--- src/rtl/hrl_pkg.sv ---
// Package for the hashed per-key rate limiter: item structs, widths and codes.
// Depends on nothing; every other file imports it.
package hrl_pkg;

    localparam int SLOTS  = 64;
    localparam int SLOT_W = $clog2(SLOTS);
    localparam int TIME_W = 31;
    localparam int IDX_W  = 6;
    localparam int KEY_W  = 64;

    localparam logic [TIME_W-1:0] TIME_MAX = {TIME_W{1'b1}};

    // Item kinds carried in the action field.
    localparam logic ACT_TICK = 1'b0;
    localparam logic ACT_REQ  = 1'b1;

    typedef struct packed {
        logic              action;
        logic [KEY_W-1:0]  key_low;
        logic [KEY_W-1:0]  key_high;
        logic [TIME_W-1:0] min_gap_ms;
        logic              force_req;
    } t_in_item;

    typedef struct packed {
        logic [TIME_W-1:0] granted_time;
        logic [IDX_W-1:0]  slot_index;
    } t_out_item;

    typedef struct packed {
        logic              en;
        logic [SLOT_W-1:0] slot;
        logic [TIME_W-1:0] stamp;
    } t_slot_wr;

endpackage

--- src/rtl/hrl_hash.sv ---
// Key hash: folds the four 32-bit key words into a slot number.
// Depends on hrl_pkg.
module hrl_hash
    import hrl_pkg::*;
(
    input  logic [KEY_W-1:0]  i_key_low,
    input  logic [KEY_W-1:0]  i_key_high,
    output logic [SLOT_W-1:0] o_slot
);

    logic [31:0] w [4];
    logic [31:0] h;
    logic [31:0] r16;
    logic [31:0] r10;

    assign w[0] = i_key_low[31:0];
    assign w[1] = i_key_low[63:32];
    assign w[2] = i_key_high[31:0];
    assign w[3] = i_key_high[63:32];

    // The second mix term is not a true rotate: two bit positions overlap and are ORed.
    always_comb begin
        h   = w[0];
        r16 = '0;
        r10 = '0;
        for (int i = 0; i < 4; i++) begin
            r16 = {w[i][15:0], w[i][31:16]};
            r10 = (w[i] >> 20) | (w[i] << 10);
            h   = h ^ (32'd13 * r16) ^ (32'd113 * r10);
        end
    end

    // The slot count is a power of two, so the modulo is a mask.
    assign o_slot = h[SLOT_W-1:0];

endmodule

--- src/rtl/hrl_slot_table.sv ---
// Slot table: grant-time memory with a registered read port and per-slot used flags.
// Depends on hrl_pkg.
module hrl_slot_table
    import hrl_pkg::*;
(
    input  logic              i_clk,
    input  logic              i_rst_n,
    input  logic              i_rd_en,
    input  logic [SLOT_W-1:0] i_rd_slot,
    input  t_slot_wr          i_wr,
    output logic [TIME_W-1:0] o_rd_time,
    output logic              o_rd_used
);

    logic [TIME_W-1:0] r_mem [SLOTS];
    logic [TIME_W-1:0] r_rd_time;
    logic [SLOT_W-1:0] r_rd_slot;
    logic [SLOTS-1:0]  r_used;

    always_ff @(posedge i_clk) begin
        if (i_wr.en) begin
            r_mem[i_wr.slot] <= i_wr.stamp;
        end
        if (i_rd_en) begin
            r_rd_time <= r_mem[i_rd_slot];
            r_rd_slot <= i_rd_slot;
        end
    end

    // The used flags are flip-flops, so they are always current.
    always_ff @(posedge i_clk) begin
        if (!i_rst_n) begin
            r_used <= '0;
        end else if (i_wr.en) begin
            r_used[i_wr.slot] <= 1'b1;
        end
    end

    assign o_rd_time = r_rd_time;
    assign o_rd_used = r_used[r_rd_slot];

endmodule

--- src/rtl/hashed_per_key_rate_limiter_unit.sv ---
// Top level of the hashed per-key rate limiter: input stage, decision logic, result register.
// Depends on hrl_pkg, hrl_hash and hrl_slot_table.
//
//   Channel | Direction | Handshake                | Payload
//   --------+-----------+--------------------------+------------------------
//   in      | input     | i_in_valid / o_in_stall  | i_in_item  (t_in_item)
//   out     | output    | o_out_valid / i_out_stall| o_out_item (t_out_item)
//
// One item is taken every cycle while the input is not stalled. An accepted request
// passes through the decision stage, whose slot time comes from the registered memory
// read, and then through the result register. A tick gives no result.
// Reset is synchronous and active low; it clears the millisecond counter, the stage valids
// and all 64 slot used flags at once, so no clearing pass is needed.
// A stall on the output holds the result register; a request waiting behind it then
// stalls the input, while a tick in the decision stage still completes.
module hashed_per_key_rate_limiter_unit
    import hrl_pkg::*;
(
    input  logic      i_clk,
    input  logic      i_rst_n,
    input  logic      i_in_valid,
    output logic      o_in_stall,
    input  t_in_item  i_in_item,
    output logic      o_out_valid,
    input  logic      i_out_stall,
    output t_out_item o_out_item
);

    // Decision stage registers.
    logic              r_s1_valid;
    logic              r_s1_action;
    logic [TIME_W-1:0] r_s1_gap;
    logic              r_s1_force;
    logic [SLOT_W-1:0] r_s1_slot;
    // Bypass for a slot written by the item just ahead of this one.
    logic              r_fwd;
    logic [TIME_W-1:0] r_fwd_time;

    logic [TIME_W-1:0] r_ms;
    logic              r_out_valid;
    t_out_item         r_out_item;

    logic              accept;
    logic              fire;
    logic              out_free;
    logic [SLOT_W-1:0] in_slot;
    logic [TIME_W-1:0] rd_time;
    logic              rd_used;
    logic [TIME_W-1:0] last_time;
    logic [TIME_W-1:0] now;
    logic              grant;
    t_slot_wr          slot_wr;
    logic              n_fwd;

    hrl_hash u_hash (
        .i_key_low  (i_in_item.key_low),
        .i_key_high (i_in_item.key_high),
        .o_slot     (in_slot)
    );

    hrl_slot_table u_table (
        .i_clk     (i_clk),
        .i_rst_n   (i_rst_n),
        .i_rd_en   (accept),
        .i_rd_slot (in_slot),
        .i_wr      (slot_wr),
        .o_rd_time (rd_time),
        .o_rd_used (rd_used)
    );

    // The result register can take a new result when empty or being emptied.
    assign out_free   = !r_out_valid || !i_out_stall;
    assign fire       = r_s1_valid && ((r_s1_action == ACT_TICK) || out_free);
    assign o_in_stall = r_s1_valid && !fire;
    assign accept     = i_in_valid && !o_in_stall;

    // A counter of zero still counts as time one, so a grant never returns zero.
    assign now       = (r_ms == '0) ? TIME_W'(1) : r_ms;
    assign last_time = r_fwd ? r_fwd_time : rd_time;

    // The sum is one bit wider than a time, so it cannot wrap.
    assign grant = r_s1_force || (r_s1_gap == '0) || !rd_used ||
                   (({1'b0, last_time} + {1'b0, r_s1_gap}) <= {1'b0, now});

    assign slot_wr.en    = fire && (r_s1_action == ACT_REQ) && grant;
    assign slot_wr.slot  = r_s1_slot;
    assign slot_wr.stamp = now;

    // The memory read taken at this edge misses the write at the same edge.
    assign n_fwd = slot_wr.en && (r_s1_slot == in_slot);

    always_ff @(posedge i_clk) begin
        if (!i_rst_n) begin
            r_s1_valid <= 1'b0;
        end else if (accept) begin
            r_s1_valid <= 1'b1;
        end else if (fire) begin
            r_s1_valid <= 1'b0;
        end
        if (accept) begin
            r_s1_action <= i_in_item.action;
            r_s1_gap    <= i_in_item.min_gap_ms;
            r_s1_force  <= i_in_item.force_req;
            r_s1_slot   <= in_slot;
            r_fwd       <= n_fwd;
            r_fwd_time  <= now;
        end
    end

    // The millisecond counter saturates at its largest value.
    always_ff @(posedge i_clk) begin
        if (!i_rst_n) begin
            r_ms <= '0;
        end else if (fire && (r_s1_action == ACT_TICK) && (r_ms != TIME_MAX)) begin
            r_ms <= r_ms + TIME_W'(1);
        end
    end

    always_ff @(posedge i_clk) begin
        if (!i_rst_n) begin
            r_out_valid <= 1'b0;
        end else if (fire && (r_s1_action == ACT_REQ)) begin
            r_out_valid <= 1'b1;
        end else if (!i_out_stall) begin
            r_out_valid <= 1'b0;
        end
        if (fire && (r_s1_action == ACT_REQ)) begin
            r_out_item.granted_time <= grant ? now : '0;
            r_out_item.slot_index   <= IDX_W'(r_s1_slot);
        end
    end

    assign o_out_valid = r_out_valid;
    assign o_out_item  = r_out_item;

endmodule

--- config.mk ---
export PLATFORM = sky130hd
export DESIGN_NAME = hashed_per_key_rate_limiter_unit
export DESIGN_NICKNAME = d
export VERILOG_FILES = /design/src/rtl/hrl_pkg.sv /design/src/rtl/hrl_hash.sv /design/src/rtl/hrl_slot_table.sv /design/src/rtl/hashed_per_key_rate_limiter_unit.sv
export SDC_FILE = /design/constraint.sdc
export NUM_CORES = 2
export LEC_CHECK = 0
export BUFFER_PORTS_ARGS = -buffer_cell sky130_fd_sc_hd__buf_2
export CAP_MARGIN = 20
export CORE_UTILIZATION = 40
export CTS_BUF_LIST = sky130_fd_sc_hd__clkbuf_4
export CTS_CLUSTER_DIAMETER = 30
export DETAILED_ROUTE_END_ITERATION = 8
export GPL_TIMING_DRIVEN = 0
export PLACE_DENSITY = 0.67
export SETUP_SLACK_MARGIN = 0.02
export SLEW_MARGIN = 10
export SYNTH_ARGS = -nofsm -noshare
export SYNTH_HDL_FRONTEND = slang
export SYNTH_HIERARCHICAL = 1
export SYNTH_SLANG_ARGS = --single-unit
--- constraint.sdc ---
create_clock -name i_clk -period 25 [get_ports i_clk]
set_input_delay 2.5 -clock i_clk [delete_from_list [all_inputs] [get_ports i_clk]]
set_output_delay 2.5 -clock i_clk [all_outputs]
set_load 0.01 [all_outputs]
==> key figures <==
Die
  • DIE AREA: 222000 µm²
  • DIE WIDTH: 471 µm
  • Number of placement rows: 171
  • Effective utilization at floorplan: 0.404
  • Area of the placeable core: 218000 µm²
  • Boundary pin count: a little over 200
  • Die Span Y: 471 µm

Clocking
  • Buffers inserted by post-CTS timing repair: 0
  • Deepest level of the CTS H-tree: 6
  • Root cell of the clock tree: sky130_fd_sc_hd__clkbuf_4
  • Clock buffer count from CTS: 583
  • Count of hold buffers inserted by post-cts repair: 0
  • Later-pin clock latency in the skew report: 1.41 ns
  • Clock-pin slew on the worst setup and hold paths: 0.07 ns
  • Worst-case clock buffer depth: 4
  • Clock tree sinks: about 2200
  • Clock tree from TritonCTS: done
  • Post_cts resized: 0

Worst setup path
  • Setup slack of the worst register-to-register path: 16.39 ns
  • Critical Path Fanout Max: 21
  • Setup crit end kind: flip-flop
  • WS Path Type: reg2reg
  • Data required time of the worst path: 25.99 ns
  • Worst Reg-to-Reg Cells: 25
  • Data arrival at the endpoint of the critical path: around 9.6 ns
  • Category of the worst setup path launch point: flip-flop
  • Worst reg2reg path endpoint: u_table/r_mem[29][8]$_DFFE_PP_
  • Reg-to-reg startpoint: r_fwd$_DFFE_PP_

Place
  • Estimated wirelength of the detail-placed design: about 170000 µm
  • Global placement routability congestion: just over 0.9
  • Count of buffers inserted at the top-level ports: 121

STA
  • Final Critical Period: 8.61 ns
  • Crit share post-route: 0.344
  • Rel. slew slack: 0.177
  • Slew at the pin closest to its max-slew limit: 1.23 ns
  • Setup total negative slack: 0 ns
  • Number of hold violations in the final report: 0
  • Worst clock skew on the final layout: 0.137 ns
  • Unrepaired setup endpoints after global routing: no
  • Pins over their slew limit: 0
  • Setup Viol. Count Final: 0
  • Highest Clock Rate: around 120 MHz

Synthesis
  • Post-synthesis cell count: approximately 4300
  • Synthesized flop and latch total: 2226
  • Count of flip-flops with a built-in enable after synthesis: 2129
  • Mapped cell area: 88200 µm²
  • Flip-flop cell with the highest count after synthesis: sky130_fd_sc_hd__edfxtp_1
  • FFs w/ async S/R, synth: 0
  • Post-synthesis area per instance: 20.6 µm²
  • Count of yosys warnings during synthesis: 6
  • Sequential fraction of the synthesis area: 0.747
  • Unique cell type count in the Yosys netlist: 70
  • Synth Net Count: 4538

Drt
  • Vias: 48800
  • Via-per-instance ratio: 5.85
  • Number of nets with antenna violations after detailed routing: 0
  • Number of remaining DRC errors: 0
  • Iteration-0 DRC Markers: a little under 7000
  • Average wire per standard cell: 29.6 µm
  • Drt pass-1 iters: 8
  • Routed WL: 247000 µm

Min path
  • Worst min-delay path class: reg2reg
  • Hold Path Origin: u_table/r_used[28]$_SDFFE_PN0P_
  • Worst Hold End: u_table/r_used[28]$_SDFFE_PN0P_
  • Worst hold path cell count: 1

Layout
  • Layout area overhead: 16.1%
  • Commonest non-fill, non-tap cell in the layout: sky130_fd_sc_hd__edfxtp_1
  • Most frequent cells in the layout: sky130_fd_sc_hd__edfxtp_1, sky130_fd_sc_hd__clkbuf_4, sky130_fd_sc_hd__mux4_2
  • Post-route core utilization: 0.469
  • Layout cells sized above 1: 0.355
  • Fill cell total of the finished layout: between 15000 and 20000
  • Nets@finish: 5373

Outcome
  • Status: completed

Pwr
  • Reported leakage power: 37.4 nW
  • Total power per unit cell area: between 100 and 150 nW/µm²
  • VDD IR max: 0.0970 mV

Global routing
  • Initial antenna violation count: 19
  • Aggregate global routing overflow: 0
  • Wire length of the first global-routing pass: 347000 µm
  • All-Layer GR Usage: 0.220
  • Maximum number of pins on one net before global-route repair: 66
  • Vias in the first global route: 48600

Run
  • Total of max-cap violations: 0
[flip-flops by register name, indices dropped and copies added, names as in the netlist, 31 cells and up]
signal	count
u_table/r_used	64
u_table/r_mem	1984
r_fwd_time	31
r_ms	31
u_table/o_rd_time	31
o_out_item	37
r_s1_gap	31
[area by class of cell]
| type | count | area [µm²] | area share |
|---|---|---|---|
| tap | 2854 | 3570 | 0.0349 |
| sequential | 2226 | 65900 | 0.644 |
| clock inverter | 125 | 846 | 0.00826 |
| multi-input combinational | 1759 | 21400 | 0.209 |
| antenna | 16 | 40.0 | 0.000391 |
| clock buffer | 820 | 6160 | 0.0601 |
| timing repair buffer | 250 | 2940 | 0.0287 |
| inverter | 50 | 190 | 0.00186 |
| buffer | 241 | 1320 | 0.0129 |
[worst max-delay path by stage]
stage	from	to	slack (ns)	cells after the start
2_1_floorplan	r_ms[0]$_SDFFE_PN0P_	u_table/r_mem[40][0]$_DFFE_PP_	16.27	17
3_3_place_gp	r_ms[2]$_SDFFE_PN0P_	u_table/r_mem[40][11]$_DFFE_PP_	8.49	16
3_5_place_dp	i_in_item[145]	u_table/o_rd_time[0]$_DFFE_PP_	16.05	15
4_1_cts	r_fwd$_DFFE_PP_	u_table/r_mem[29][5]$_DFFE_PP_	16.57	25
5_1_grt	r_fwd$_DFFE_PP_	u_table/r_mem[29][5]$_DFFE_PP_	16.14	25
6_report	r_fwd$_DFFE_PP_	u_table/r_mem[29][8]$_DFFE_PP_	16.39	25
[worst max-delay path: stages (launching register included)]
cell and delay, ns:
sky130_fd_sc_hd__edfxtp_1 0.38, sky130_fd_sc_hd__buf_1 0.71, sky130_fd_sc_hd__mux2_2 0.43, sky130_fd_sc_hd__ha_1 0.21, sky130_fd_sc_hd__fa_1 0.42, sky130_fd_sc_hd__a211oi_1 0.30
sky130_fd_sc_hd__o211ai_1 0.23, sky130_fd_sc_hd__a31oi_1 0.30, sky130_fd_sc_hd__o21ai_0 0.17, sky130_fd_sc_hd__a31oi_1 0.28, sky130_fd_sc_hd__o21ai_0 0.28, sky130_fd_sc_hd__a31oi_1 0.27
sky130_fd_sc_hd__xnor2_1 0.14, sky130_fd_sc_hd__ha_1 0.20, sky130_fd_sc_hd__a21o_1 0.15, sky130_fd_sc_hd__a21o_1 0.16, sky130_fd_sc_hd__a21oi_1 0.15, sky130_fd_sc_hd__o21ai_0 0.15
sky130_fd_sc_hd__nor4_1 0.40, sky130_fd_sc_hd__o22ai_2 0.24, sky130_fd_sc_hd__a21boi_1 0.21, sky130_fd_sc_hd__buf_4 0.24, sky130_fd_sc_hd__nor2b_1 0.45, sky130_fd_sc_hd__nand3_1 0.62
sky130_fd_sc_hd__nor2_4 0.78, sky130_fd_sc_hd__buf_12 0.28
[stage by stage]
stage	worst slack [ns]	cell area (µm²)	hold WS [ns]	total power, mW	instances
final	16.39	102000	0.461	11.7	8341
after global placement	8.49	92300	0.440	8.40	7251
after CTS	16.57	102000	0.463	11.5	8313
after floorplan	16.27	88200	0.435	6.40	4276
after detailed placement	16.05	95200	0.448	8.48	7368
after global routing	16.14	102000	0.477	12.0	8334
[logic make-up after synthesis]
logic type / synth area share
AOI/OAI and AO/OA: 0.0375
and+or+nand+nor: 0.0256
xor gates and xnor gates: 0.0129
buffers and inverters: 0.0159
adders and majority gates: 0.0145
muxes: 0.146
DFF: 0.747
[cells in the mapped netlist, types with 36 or more instances]
| cell type | number | area (µm²) |
|---|---|---|
| sky130_fd_sc_hd__ha_1 | 88 | 1100 |
| sky130_fd_sc_hd__clkbuf_1 | 108 | 405 |
| sky130_fd_sc_hd__nand3_1 | 43 | 215 |
| sky130_fd_sc_hd__edfxtp_1 | 2129 | 63900 |
| sky130_fd_sc_hd__nor2_1 | 97 | 364 |
| sky130_fd_sc_hd__mux4_2 | 521 | 11700 |
| sky130_fd_sc_hd__nand2_1 | 125 | 469 |
| sky130_fd_sc_hd__o22ai_1 | 44 | 275 |
| sky130_fd_sc_hd__buf_2 | 85 | 425 |
| sky130_fd_sc_hd__nor2b_1 | 36 | 225 |
| sky130_fd_sc_hd__dfxtp_1 | 97 | 1940 |
| sky130_fd_sc_hd__o21a_1 | 70 | 526 |
| sky130_fd_sc_hd__inv_1 | 50 | 188 |
| sky130_fd_sc_hd__a21oi_1 | 72 | 360 |
| sky130_fd_sc_hd__mux2i_1 | 79 | 791 |
| sky130_fd_sc_hd__xnor2_1 | 108 | 946 |
[layer usage]
| layer | GRT usage | routed length [µm] |
|---|---|---|
| met5 | 0 | 128 |
| met4 | 0.120 | 12800 |
| met3 | 0.0683 | 30000 |
| met2 | 0.328 | 112000 |
| met1 | 0.288 | 91900 |
[where the power goes]
| group | switching (mW) | total (mW) | internal (mW) |
|---|---|---|---|
| Sequential | 0.0395 | 4.18 | 4.14 |
| Clock | 1.43 | 3.06 | 1.63 |
| Combinational | 3.15 | 4.46 | 1.31 |
No activity file was read; power rests on OpenSTA's default activity.
